`src/rtl/core/intensity_histogram_quartiles_defines.svh`:
```
// ----------------------------------------------------------------------------
// Intensity histogram quartiles: assertion macros
// Shared concurrent assertion forms, clocked on clk, disabled in reset.
// ----------------------------------------------------------------------------
`ifndef INTENSITY_HISTOGRAM_QUARTILES_DEFINES_SVH
`define INTENSITY_HISTOGRAM_QUARTILES_DEFINES_SVH

// same-cycle implication
`define IHQ_ASSERT_IMP(lbl, pre, post) \
  lbl: assert property (@(posedge clk) disable iff (rst) (pre) |-> (post)) \
    else $error("ihq assertion failed");

// next-cycle implication
`define IHQ_ASSERT_NXT(lbl, pre, post) \
  lbl: assert property (@(posedge clk) disable iff (rst) (pre) |=> (post)) \
    else $error("ihq assertion failed");

`endif

```
`src/rtl/core/ihq_pkg.sv`:
```
// ----------------------------------------------------------------------------
// ihq_pkg
// Shared constants of the intensity histogram quartiles block.
// ----------------------------------------------------------------------------
package ihq_pkg;

  localparam int BIN_COUNT_DEF  = 256;
  localparam int COUNT_BITS_DEF = 21;

  localparam int INTENSITY_W    = 16;
  localparam int SAMPLE_COUNT_W = 21;
  localparam int MEAN_W         = 16;
  localparam int STDDEV_W       = 15;
  localparam int QUANT_W        = 8;
  localparam int FRAC_BITS      = 8;

  localparam int OUT_FIELDS_W   = SAMPLE_COUNT_W + MEAN_W + STDDEV_W + 3 * QUANT_W;
  localparam int OUT_DATA_W     = ((OUT_FIELDS_W + 7) / 8) * 8;

  localparam logic CMD_ADD    = 1'b0;
  localparam logic CMD_FINISH = 1'b1;

endpackage

```
`src/rtl/core/ihq_stats.sv`:
```
// ----------------------------------------------------------------------------
// ihq_stats
// Serial arithmetic for mean and deviation: shift-add multiplier,
// restoring divider and bit-pair square root, one step per cycle.
// ----------------------------------------------------------------------------
module ihq_stats #(
  parameter int BIN_COUNT  = ihq_pkg::BIN_COUNT_DEF,
  parameter int COUNT_BITS = ihq_pkg::COUNT_BITS_DEF
) (
  input  logic                                  clk,
  input  logic                                  rst,
  input  logic                                  start,
  input  logic [COUNT_BITS-1:0]                 n,
  input  logic [COUNT_BITS+$clog2(BIN_COUNT)-1:0]   s1,
  input  logic [COUNT_BITS+2*$clog2(BIN_COUNT)-1:0] s2,
  output logic                                  done,
  output logic [ihq_pkg::MEAN_W-1:0]            mean,
  output logic [ihq_pkg::STDDEV_W-1:0]          stddev
);

  localparam int C   = COUNT_BITS;
  localparam int BB  = $clog2(BIN_COUNT);
  localparam int S1W = C + BB;
  localparam int S2W = C + 2 * BB;
  localparam int MBW = S1W;
  localparam int PW  = S2W + MBW;
  localparam int DDW = 2 * C + 2 * BB;
  localparam int DW  = DDW + 2 * ihq_pkg::FRAC_BITS;
  localparam int DVW = 2 * C + 1;
  localparam int SW  = 2 * BB + 2 * ihq_pkg::FRAC_BITS;
  localparam int CW  = $clog2(DW);

  localparam logic [2:0] S_IDLE = 3'd0;
  localparam logic [2:0] S_MUL1 = 3'd1;
  localparam logic [2:0] S_MUL2 = 3'd2;
  localparam logic [2:0] S_MUL3 = 3'd3;
  localparam logic [2:0] S_DIV1 = 3'd4;
  localparam logic [2:0] S_DIV2 = 3'd5;
  localparam logic [2:0] S_SQRT = 3'd6;

  logic [2:0]      state;
  logic [CW-1:0]   cnt;
  logic [C-1:0]    n_r;
  logic [S1W-1:0]  s1_r;
  logic [PW-1:0]   ma;
  logic [MBW-1:0]  mb;
  logic [PW-1:0]   acc;
  logic [PW-1:0]   m1;
  logic [PW-1:0]   dif;
  logic [DVW-1:0]  nn;
  logic [DW-1:0]   dd;
  logic [DVW-1:0]  dvs;
  logic [DVW-1:0]  rem;
  logic [SW-1:0]   x;
  logic [SW-1:0]   res;
  logic [SW-1:0]   bitr;

  logic [PW-1:0]   acc_step;
  logic [DVW:0]    shl;
  logic            ge;
  logic [DVW-1:0]  rem_step;
  logic [DW-1:0]   dd_step;
  logic [SW-1:0]   sq_t;
  logic            sq_ge;
  logic [SW-1:0]   x_step;
  logic [SW-1:0]   res_step;

  always_comb begin
    acc_step = mb[0] ? acc + ma : acc;
    shl      = {rem, dd[DW-1]};
    ge       = shl >= {1'b0, dvs};
    rem_step = ge ? DVW'(shl - {1'b0, dvs}) : shl[DVW-1:0];
    dd_step  = {dd[DW-2:0], ge};
    sq_t     = res + bitr;
    sq_ge    = x >= sq_t;
    x_step   = sq_ge ? x - sq_t : x;
    res_step = sq_ge ? (res >> 1) + bitr : res >> 1;
  end

  always_ff @(posedge clk) begin
    if (rst) begin
      state <= S_IDLE;
      done  <= 1'b0;
    end else begin
      case (state)
        S_IDLE: begin
          done <= start && (n == '0);
          if (start) begin
            n_r  <= n;
            s1_r <= s1;
            if (n == '0) begin
              mean   <= '0;
              stddev <= '0;
            end else begin
              ma    <= PW'(s2);
              mb    <= MBW'(n);
              acc   <= '0;
              cnt   <= '0;
              state <= S_MUL1;
            end
          end
        end
        S_MUL1, S_MUL2, S_MUL3: begin
          done <= 1'b0;
          if (cnt == CW'(MBW - 1)) begin
            acc <= '0;
            cnt <= '0;
            if (state == S_MUL1) begin
              m1    <= acc_step;
              ma    <= PW'(s1_r);
              mb    <= s1_r;
              state <= S_MUL2;
            end else if (state == S_MUL2) begin
              dif   <= m1 - acc_step;
              ma    <= PW'(n_r);
              mb    <= MBW'(n_r);
              state <= S_MUL3;
            end else begin
              nn    <= DVW'(acc_step);
              dd    <= DW'({s1_r, 9'd0} + (S1W + 9)'(n_r));
              dvs   <= DVW'({n_r, 1'b0});
              rem   <= '0;
              state <= S_DIV1;
            end
          end else begin
            acc <= acc_step;
            ma  <= ma << 1;
            mb  <= mb >> 1;
            cnt <= cnt + 1'b1;
          end
        end
        S_DIV1, S_DIV2: begin
          done <= 1'b0;
          if (cnt == CW'(DW - 1)) begin
            cnt <= '0;
            if (state == S_DIV1) begin
              mean  <= dd_step[ihq_pkg::MEAN_W-1:0];
              dd    <= {dif[DDW-1:0], (2 * ihq_pkg::FRAC_BITS)'(0)};
              dvs   <= nn;
              rem   <= '0;
              state <= S_DIV2;
            end else begin
              x     <= dd_step[SW-1:0];
              res   <= '0;
              bitr  <= SW'(1) << (SW - 2);
              state <= S_SQRT;
            end
          end else begin
            dd  <= dd_step;
            rem <= rem_step;
            cnt <= cnt + 1'b1;
          end
        end
        S_SQRT: begin
          x    <= x_step;
          res  <= res_step;
          bitr <= bitr >> 2;
          cnt  <= cnt + 1'b1;
          done <= (cnt == CW'(SW / 2 - 1));
          if (cnt == CW'(SW / 2 - 1)) begin
            stddev <= ihq_pkg::STDDEV_W'(res_step);
            state  <= S_IDLE;
          end
        end
        default: begin
          done  <= 1'b0;
          state <= S_IDLE;
        end
      endcase
    end
  end

endmodule

```
`config.mk`:
```
export PLATFORM = sky130hd
export DESIGN_NAME = ihq_stats
export DESIGN_NICKNAME = d
export VERILOG_FILES = /design/src/rtl/core/intensity_histogram_quartiles_defines.svh /design/src/rtl/core/ihq_pkg.sv /design/src/rtl/core/ihq_stats.sv
export SDC_FILE = /design/constraint.sdc
export NUM_CORES = 1
export LEC_CHECK = 0
export ABC_AREA = 1
export BUFFER_PORTS_ARGS = -buffer_cell sky130_fd_sc_hd__buf_4
export CAP_MARGIN = 20
export CORE_ASPECT_RATIO = 1.2
export CORE_MARGIN = 1
export CORE_UTILIZATION = 39
export CTS_CLUSTER_DIAMETER = 150
export DETAILED_ROUTE_END_ITERATION = 16
export MAX_ROUTING_LAYER = met4
export PLACE_DENSITY_LB_ADDON = 0.05
export SYNTH_ARGS = -nofsm -noshare
export SYNTH_HDL_FRONTEND = slang
export SYNTH_SLANG_ARGS = --single-unit
```
`constraint.sdc`:
```
create_clock -name clk -period 16.6 [get_ports clk]
set_clock_uncertainty 0.2 [all_clocks]
set_input_delay 1.66 -clock clk [delete_from_list [all_inputs] [get_ports clk]]
set_output_delay 1.66 -clock clk [all_outputs]
set_load 0.005 [all_outputs]
```
# [Word level (Yosys, flattened, before mapping)]
# Index checks and enable logic that the tools add are counted.
[op_classes] add_sub_neg=8 n_mul=0 n_div=0 magnitude_cmp=2 eq_ne=22 shifts=0 mux=71 bitwise=3 n_reduce_logical=25
[op_table] cell="$mux W66" count=9
[op_table] cell="$mux W43" count=11
[op_table] cell="$mux W74" count=5
[op_table] cell="$pmux W66 S2" count=2
[op_table] cell="$mux W32" count=8
[op_table] cell="$pmux W32 S2" count=3
[op_table] cell="$pmux W43 S2" count=2
[op_table] cell="$pmux W74 S2" count=1
[op_table] cell="$mux W29" count=5
[op_table] cell="$add A66 B66 Y66" count=1
[op_table] cell="$mux W16" count=4
[op_table] cell="$pmux W29 S2" count=1
[op_table] cell="$sub A58 B58 Y58" count=1
[op_table] cell="$mux W15" count=3
[op_table] cell="$ge A44 B43 Y1" count=1
[op_table] cell="$sub A43 B43 Y43" count=1
[op_table] cell="$add A38 B21 Y39" count=1
[op_table] cell="$add A31 B32 Y32" count=1
[op_table] cell="$add A32 B32 Y32" count=1
[op_table] cell="$ge A32 B32 Y1" count=1
[op_table] cell="$pmux W16 S2" count=1
[op_table] cell="$sub A32 B32 Y32" count=1
[op_table] cell="$pmux W15 S2" count=1
[op_table] cell="$reduce_and A5 Y1" count=6
[op_table] cell="other kinds (28)" count=60
[totals] regBits=668 latchBits=0 ramBits=0 mem_bits_ro=0 inputBits=90 output_inout_bits=32 word_cells=150 n_memories=0

# [Longest topological paths before layout]
# Gate-level depths: netlist (run 1).
[depth] word_depth=5 mapped_depth=30 depth_no_buf=30

# [Least setup slack after synthesis (run 1)]
# No wires, ideal clock.
[synth_timing] path_kind="input -> register" from="input rst" to="register dd[0] (enable)" setup_ns=0.767 t_arrival_ns=10.431 required_time_ns=15.633 slack_ns=5.202 cell_stages=2 n_path_buf=1 path_cell_list="clkbuf_1 -> a211oi_1"
[synth_via] elab_chain_cells=2
[synth_rtl] element="from (decl)" line="ihq_stats.sv:11" source="input logic rst,"
[synth_rtl] element="$not A1 Y1 (no line)"
[synth_rtl] element="$reduce_and A6 Y1 (no line)"
[synth_rtl] element="to (signal assigned)" line="ihq_stats.sv:120" source="dd <= DW'({s1_r, 9'd0} + (S1W + 9)'(n_r));"
[synth_rtl] element="to (signal assigned)" line="ihq_stats.sv:138" source="dd <= {dif[DDW-1:0], (2 * ihq_pkg::FRAC_BITS)'(0)};"
[synth_rtl] element="to (signal assigned)" line="ihq_stats.sv:149" source="dd <= dd_step;"
[synth_rtl] element="to (decl)" line="ihq_stats.sv:51" source="logic [DW-1:0] dd;"
# No other way between the ends.
# A chain may end at the register's enable or synchronous reset.

# [Worst setup path in the final report (run 1)]
[layout_timing] from="register res[2]" to="register stddev[10] (netlist bit), data pin"
[layout_via] elab_chain_cells=5 elab_cells_between_ends=6 cone_classes="add/sub: 2; order compare: 1; mux: 3"
[layout_rtl] element="from (decl)" line="ihq_stats.sv:55" source="logic [SW-1:0] res;"
[layout_rtl] element="from (signal assigned)" line="ihq_stats.sv:156" source="res <= res_step;"
[layout_rtl] element="$add A32 B32 Y32" line="ihq_stats.sv:74" source="sq_t = res + bitr;"
[layout_rtl] element="$ge A32 B32 Y1" line="ihq_stats.sv:75" source="sq_ge = x >= sq_t;"
[layout_rtl] element="$mux W32 (*)" line="ihq_stats.sv:77" source="res_step = sq_ge ? (res >> 1) + bitr : res >> 1;"
[layout_rtl] element="$mux W15 (*)" line="ihq_stats.sv:160" source="if (cnt == CW'(SW / 2 - 1)) begin"
[layout_rtl] element="$pmux W15 S2 (*)" line="ihq_stats.sv:85" source="case (state)"
[layout_rtl] element="to (signal assigned)" line="ihq_stats.sv:161" source="stddev <= ihq_pkg::STDDEV_W'(res_step);"
[layout_rtl] element="to (decl)" line="ihq_stats.sv:18" source="output logic [ihq_pkg::STDDEV_W-1:0] stddev"
# Mark *: on every way between the ends. The rest lies on a longest branch, timed or not. The select of a mux whose other input is x is not followed.

==> results by group, run 1 <==
Clocking
  • Setup bufs post-CTS: 0
  • Hold_buf cts: 0
  • Max Buffers Root-to-Sink: 3
  • CTS tree: done
  • Clock Sinks: 636
  • CTS HTree Levels: 3
  • Clk root buf: clkbuf_16
  • Clock transition at the registers of the reported paths: 0.06 ns
  • Inserted Clock Buffers: 75
  • Post-CTS sizing: 0
  • Worst-skew pair later-pin latency: 0.66 ns

Drt
  • Drt drc: 0
  • Post-Route WL: 147,000 µm
  • Wire length per cell: 21.3 µm
  • DR iter-0 viols: 2,495
  • Vias: 35,600
  • Via/cell ratio: 5.16
  • Post-route ant nets: 0
  • First drt pass iteration count: 6

Synth
  • Sequential area share after synthesis: 45.2%
  • Synth Register Bits: 636
  • Count leader, synth: nand2_1
  • Synth Warn #: 0
  • Top FF cell, synth: edfxtp_1
  • Synth top area cells: edfxtp_1, nand2_1, inv_1, ha_1, nor2_1
  • Cell taking the most area after synthesis: edfxtp_1
  • Post-synth top area share: 45.0%
  • Mapped Area: 0.0422 mm²
  • Async S/R FF share, synth: 0%
  • Commonest cells post-synth: nand2_1, inv_1, edfxtp_1, nor2_1, nand3_1
  • Cells after synthesis: 5,304
  • Distinct cells, synth: 58
  • Mean Syn Cell Area: 7.95 µm²
  • Syn Nets: 5,610
  • Number of synthesized flops with an enable pin: 632

Die
  • Rows: 131
  • Die area: 0.110 mm²
  • Initial core utilization: 39.5%
  • # IOs: 122
  • Die height: 362 µm
  • Die width: 302 µm
  • Core box area: 0.107 mm²

Timing
  • Max Fclk: 140 MHz
  • Slew @ Worst Pin: 1.11 ns
  • Hold Slack: 0.321 ns
  • Final WS setup: 9.47 ns
  • Setup TNS: 0 ns
  • Period utilization: 43.0%
  • # setup viols final: 0
  • Slew Limit Fails: 0
  • Fin. Hold Viols: 0
  • RSZ-0062 raised after global routing: false
  • Rel. slew slack: 25.0%
  • Final min period: 7.13 ns

Cells and area
  • Fin util: 44.4%
  • Filler cells: 10,900
  • Share of cells above drive strength 1: 9.37%
  • Multi-input gate area: 0.0197 mm²
  • Register area: 0.0191 mm²
  • Nets: 5,747
  • Layout area overhead: 12.4%

Worst hold path
  • Min-delay src: mb[26]
  • Hold depth: 2
  • Hold Crit Class: reg2reg
  • WHS Endpoint: mb[25]

GRT
  • Antenna violations before repair: 5
  • Vias in the first global route: 34,700
  • First-pass GRT wire length: 218,000 µm
  • GR Overflow Total: 0
  • GRT Util Overall: 27.7%
  • Largest net degree at the start of global routing: 86

Power
  • Leak Pwr: 21.1 nW
  • VDD IR-drop max: 124 µV
  • Power density over the cells: 206 mW/mm²
  • Total power: 9.78 mW

Job
  • Max-cap violations: 0

Setup path
  • Worst EP required: 16.88 ns
  • Worst Path Max Fanout: 18
  • Reg-to-reg endpoint: stddev[10]
  • FF-to-FF setup slack: 9.47 ns
  • R2R Path Start: res[2]
  • Critical path type: reg2reg
  • Worst Setup Start Kind: flop
  • Crit path DAT: 7.41 ns
  • Critical Path Start: res[2]
  • Critical path capture point type: flop
  • Worst R2R Path Depth: 27

Placement
  • Routability Congestion: 0.953
  • Buffers added on ports: 121
  • Pre-CTS WS: 9.46 ns
  • Detailed Place HPWL: 118,000 µm

Status
  • Status: complete, no violations
-- routing by layer --
metal	global-route usage [%]	up-vias	part of all wire (%)
met5	-	-	0
met4	8.29	0	2.8
met1	36.6	16900	46
li1	-	17800	-
met2	44.8	727	47
met3	2.67	168	3.8
-- layout by cell type (no fill, tap or decap), drive strengths merged, types with 8 or more instances in the layout --
| cell | instances |
|---|---|
| clkinv | 31 |
| edfxtp | 632 |
| nand4 | 54 |
| nand3 | 337 |
| a21oi | 281 |
| ha | 211 |
| inv | 824 |
| nor3 | 55 |
| xor2 | 117 |
| a22o | 18 |
| a21o | 8 |
| xnor2 | 64 |
| o21bai | 9 |
| bufinv | 10 |
| nand3b | 9 |
| o21a | 14 |
| a21boi | 8 |
| nor2 | 582 |
| o211ai | 24 |
| nor4 | 17 |
| o21ai | 303 |
| o221ai | 8 |
| nand2 | 1485 |
| a211oi | 11 |
| o22ai | 28 |
| clkbuf | 97 |
| or2 | 32 |
| a31oi | 21 |
| buf | 163 |
-- metrics by stage --
stage,std cells,instance area (µm²)
6_report,6895,47400
5_1_grt,6892,47400
4_1_cts,6890,47400
3_5_place_dp,6758,44900
3_3_place_gp,6756,44800
2_1_floorplan,5304,42200
-- sequential cells by signal, indices dropped and copies added, names as in the netlist, 15 cells and up --
name,count
dd,74
x,32
acc,58
nn,43
rem,43
mb,29
n_r,21
stddev,15
m1,58
dvs,43
dif,58
ma,58
res,32
mean,16
s1_r,29
bitr,16
-- worst max path at each step --
stage	end	slack, ns	depth (start not counted)
global placement	res[2]	9.52	27
detailed placement	res[10]	9.46	27
floorplan	dd[0]	5.20	2
CTS	stddev[14]	9.44	27
global route	stddev[4]	8.78	27
finish	stddev[10]	9.47	27
-- worst max-delay path, cell delays in order (launching register included) --
cell and delay (ns):
edfxtp_1 0.44, ha_1 0.36, nand2_1 0.07, a21oi_1 0.20, nand2_1 0.07, a21oi_1 0.21
nand2_1 0.08, a21oi_1 0.34, nand2_1 0.09, a21oi_1 0.34, nand3_1 0.11, nand2_1 0.11
nand2_1 0.05, a21oi_1 0.21, a21oi_1 0.11, xor2_1 0.25, ha_1 0.34, nand2_1 0.12
nor2_1 0.07, inv_1 0.07, nor2_1 0.05, nor2_1 0.12, nor2_1 0.06, a2111oi_0 0.48
nand3_1 0.83, nor2_1 0.75, inv_1 0.45, o21ai_0 0.34
-- power breakdown --
part	switching (mW)	leakage (nW)	internal, mW
clock	0.708	1.23	1.03
combinational	3.81	14.0	1.61
sequential	0.218	5.90	2.41
total	4.73	21.1	5.05
-- area by class of cell --
class | count | share of cell area [%]
Clock buffer | 95 | 4.30
Antenna cell | 3 | 0.0158
Clock inverter | 37 | 1.02
Multi-Input combinational cell | 3735 | 41.6
Inverter | 828 | 6.56
Tap cell | 1396 | 3.68
Sequential cell | 636 | 40.2
Timing Repair Buffer | 165 | 2.62
-- cells by family after synthesis --
kind of cell / share of synthesized area [%]
AO/OA/AOI/OAI: 10.1
XOR/XNOR: 3.76
adder cells (fa/ha/maj): 6.49
buffers and inverters: 8.35
flip-flops: 45.2
AND/OR/NAND/NOR: 26.1
No activity file was read; power rests on OpenSTA's default activity.
==> run 2, diff against run 1 <==
Clock period 16.6 ns to 6.8 ns, I/O delays scaled along.
==> results by group, run 2 (synthesis results as in run 1) <==
Timing
  • RSZ-0062 raised after global routing: false
  • Period utilization: 87.1%
  • Setup TNS: 0 ns
  • Fin. Hold Viols: 0
  • Final min period: 5.92 ns
  • Slew Limit Fails: 0
  • Final WS setup: 0.879 ns
  • Rel. slew slack: 25.1%
  • Slew @ Worst Pin: 1.11 ns
  • Max Fclk: 169 MHz
  • # setup viols final: 0

Cells and area
  • Register area: 0.0191 mm²
  • Filler cells: 11,000
  • Top reg by flops: dd
  • Multi-input gate area: 0.0197 mm²
  • Share of cells above drive strength 1: 9.53%
  • Max FFs per register: 74
  • Commonest non-fill, non-tap cells in the layout: nand2_1, inv_1, edfxtp_1
  • Layout area overhead: 13.6%
  • Nets: 5,796
  • Commonest non-fill, non-tap cell in the layout: nand2_1

Worst hold path
  • Hold Crit Class: in2reg

GRT
  • First-pass GRT wire length: 225,000 µm
  • GR Overflow Total: 0
  • Largest net degree at the start of global routing: 105
  • Antenna violations before repair: 9
  • Vias in the first global route: 35,500
  • GRT Util Overall: 28.5%

Drt
  • Via/cell ratio: 5.17
  • Post-Route WL: 150,000 µm
  • Post-route ant nets: 0
  • Vias: 36,000
  • Drt drc: 0
  • First drt pass iteration count: 6
  • Wire length per cell: 21.6 µm
  • DR iter-0 viols: 2,607

Clocking
  • Setup bufs post-CTS: 0
  • Inserted Clock Buffers: 77
  • Max Buffers Root-to-Sink: 3
  • Clock Sinks: 636
  • Clock transition at the registers of the reported paths: 0.06 ns
  • CTS HTree Levels: 3
  • CTS tree: done
  • Clk root buf: clkbuf_16
  • Worst-skew pair later-pin latency: 0.68 ns
  • Hold_buf cts: 50
  • Post-CTS sizing: 0

Power
  • Reg power frac: 26.9%
  • Logic pwr share: 55.5%
  • Power density over the cells: 498 mW/mm²
  • Switch Pwr: 11.6 mW
  • Leak Pwr: 21.3 nW
  • VDD IR-drop max: 343 µV
  • Clock power share: 17.6%
  • Cell Int Power: 12.2 mW
  • Sw Share: 48.8%

Die
  • Core box area: 0.107 mm²
  • Die area: 0.110 mm²
  • Die height: 362 µm
  • # IOs: 122
  • Rows: 131
  • Initial core utilization: 39.5%
  • Die width: 302 µm

Job
  • Max-cap violations: 0

Placement
  • Routability Congestion: 0.940
  • Buffers added on ports: 121
  • Detailed Place HPWL: 120,000 µm
  • Pre-CTS WS: 0.877 ns

Setup path
  • Worst Setup Start Kind: flop
  • Critical path capture point type: flop
  • Crit path DAT: 6.03 ns
  • Worst EP required: 6.91 ns
  • Worst Path Max Fanout: 32
  • Critical path type: reg2reg

Status
  • Status: complete, no violations
-- run 2: cell types whose count changed in the layout (fill, tap and decap cells not counted), moves of 2 or more --
| cell | previous run | this run |
|---|---|---|
| buf_12 | 0 | 4 |
| buf_4 | 162 | 157 |
| bufinv_16 | 10 | 7 |
| clkbuf_1 | 16 | 4 |
| clkinv_1 | 18 | 20 |
| clkinv_2 | 7 | 20 |
| clkinv_4 | 4 | 2 |
| clkinv_8 | 2 | 0 |
| clkinvlp_4 | 0 | 6 |
| dlygate4sd3_1 | 0 | 50 |
| inv_6 | 2 | 5 |
-- run 2: per-layer routing --
layer | vias up | share of wire [%] | track usage, %
met5 | - | 0 | -
met1 | 17000 | 45 | 37.3
met4 | 0 | 2.9 | 8.64
li1 | 17900 | - | -
met3 | 177 | 4.2 | 2.99
met2 | 834 | 48 | 46.4
-- run 2: layout make-up --
| cell class | count | area share (%) |
|---|---|---|
| clock buffer | 83 | 4.16 |
| tap | 1396 | 3.65 |
| timing repair buffer | 212 | 3.69 |
| antenna | 3 | 0.0157 |
| clock inverter | 56 | 1.04 |
| inverter | 828 | 6.49 |
| multi-input combinational | 3735 | 41.2 |
| sequential | 636 | 39.8 |
-- run 2: power by group through the flow --
stage / combinational (mW) / sequential [mW] / clock, mW
floorplan: 9.02 / 6.26 / 0
global placement: 13.1 / 6.51 / 0
detailed placement: 13.2 / 6.51 / 0
CTS: 13.2 / 6.44 / 4.29
global route: 14.8 / 6.51 / 4.44
finish: 13.2 / 6.43 / 4.20
-- run 2: worst max-delay path, cell delays in order (launching register included) --
cell and delay (ns):
edfxtp_1 0.45, ha_1 0.37, nand2_1 0.07, a21oi_1 0.20, nand2_1 0.08, a21oi_1 0.21
nand2_1 0.09, a21oi_1 0.22, nand2_1 0.08, a21oi_1 0.29, nand4_1 0.14, o2111ai_1 0.21
nand2_1 0.09, o21ai_1 0.17, nand2_1 0.08, nand2_1 0.08, xor2_1 0.08, ha_1 0.32
inv_1 0.09, nor3_1 0.28, nand4_1 0.20, nor4_1 0.29, nand2_1 0.09, nand3_1 0.30
nor2_1 0.10, buf_4 0.19, nor4_4 0.12, buf_4 0.45
-- run 2: final timing paths --
| check | start | end | slack (ns) | depth (start not counted) |
|---|---|---|---|---|
| worst max-delay path | res[2] | x[30] | 0.88 | 27 |
| worst min-delay path | s2[30] | ma[30] | 0.11 | 2 |
| worst max register to register | res[2] | x[30] | 0.88 | 27 |
| worst min register to register | mb[28] | mb[27] | 0.32 | 2 |
-- run 2: stage by stage --
step                      utilization (%)  total power, mW  std cells  cell area [µm²]  hold WS (ns)
after detailed placement             42.1             19.7       6755            44900         0.303
after global placement               42.1             19.6       6755            44900         0.299
after global routing                 44.9             25.8       6947            47900        0.0803
final                                44.9             23.9       6949            47900         0.107
after CTS                            44.9             24.0       6944            47900        0.0519
after floorplan                         -             15.3       5304            42200         0.287
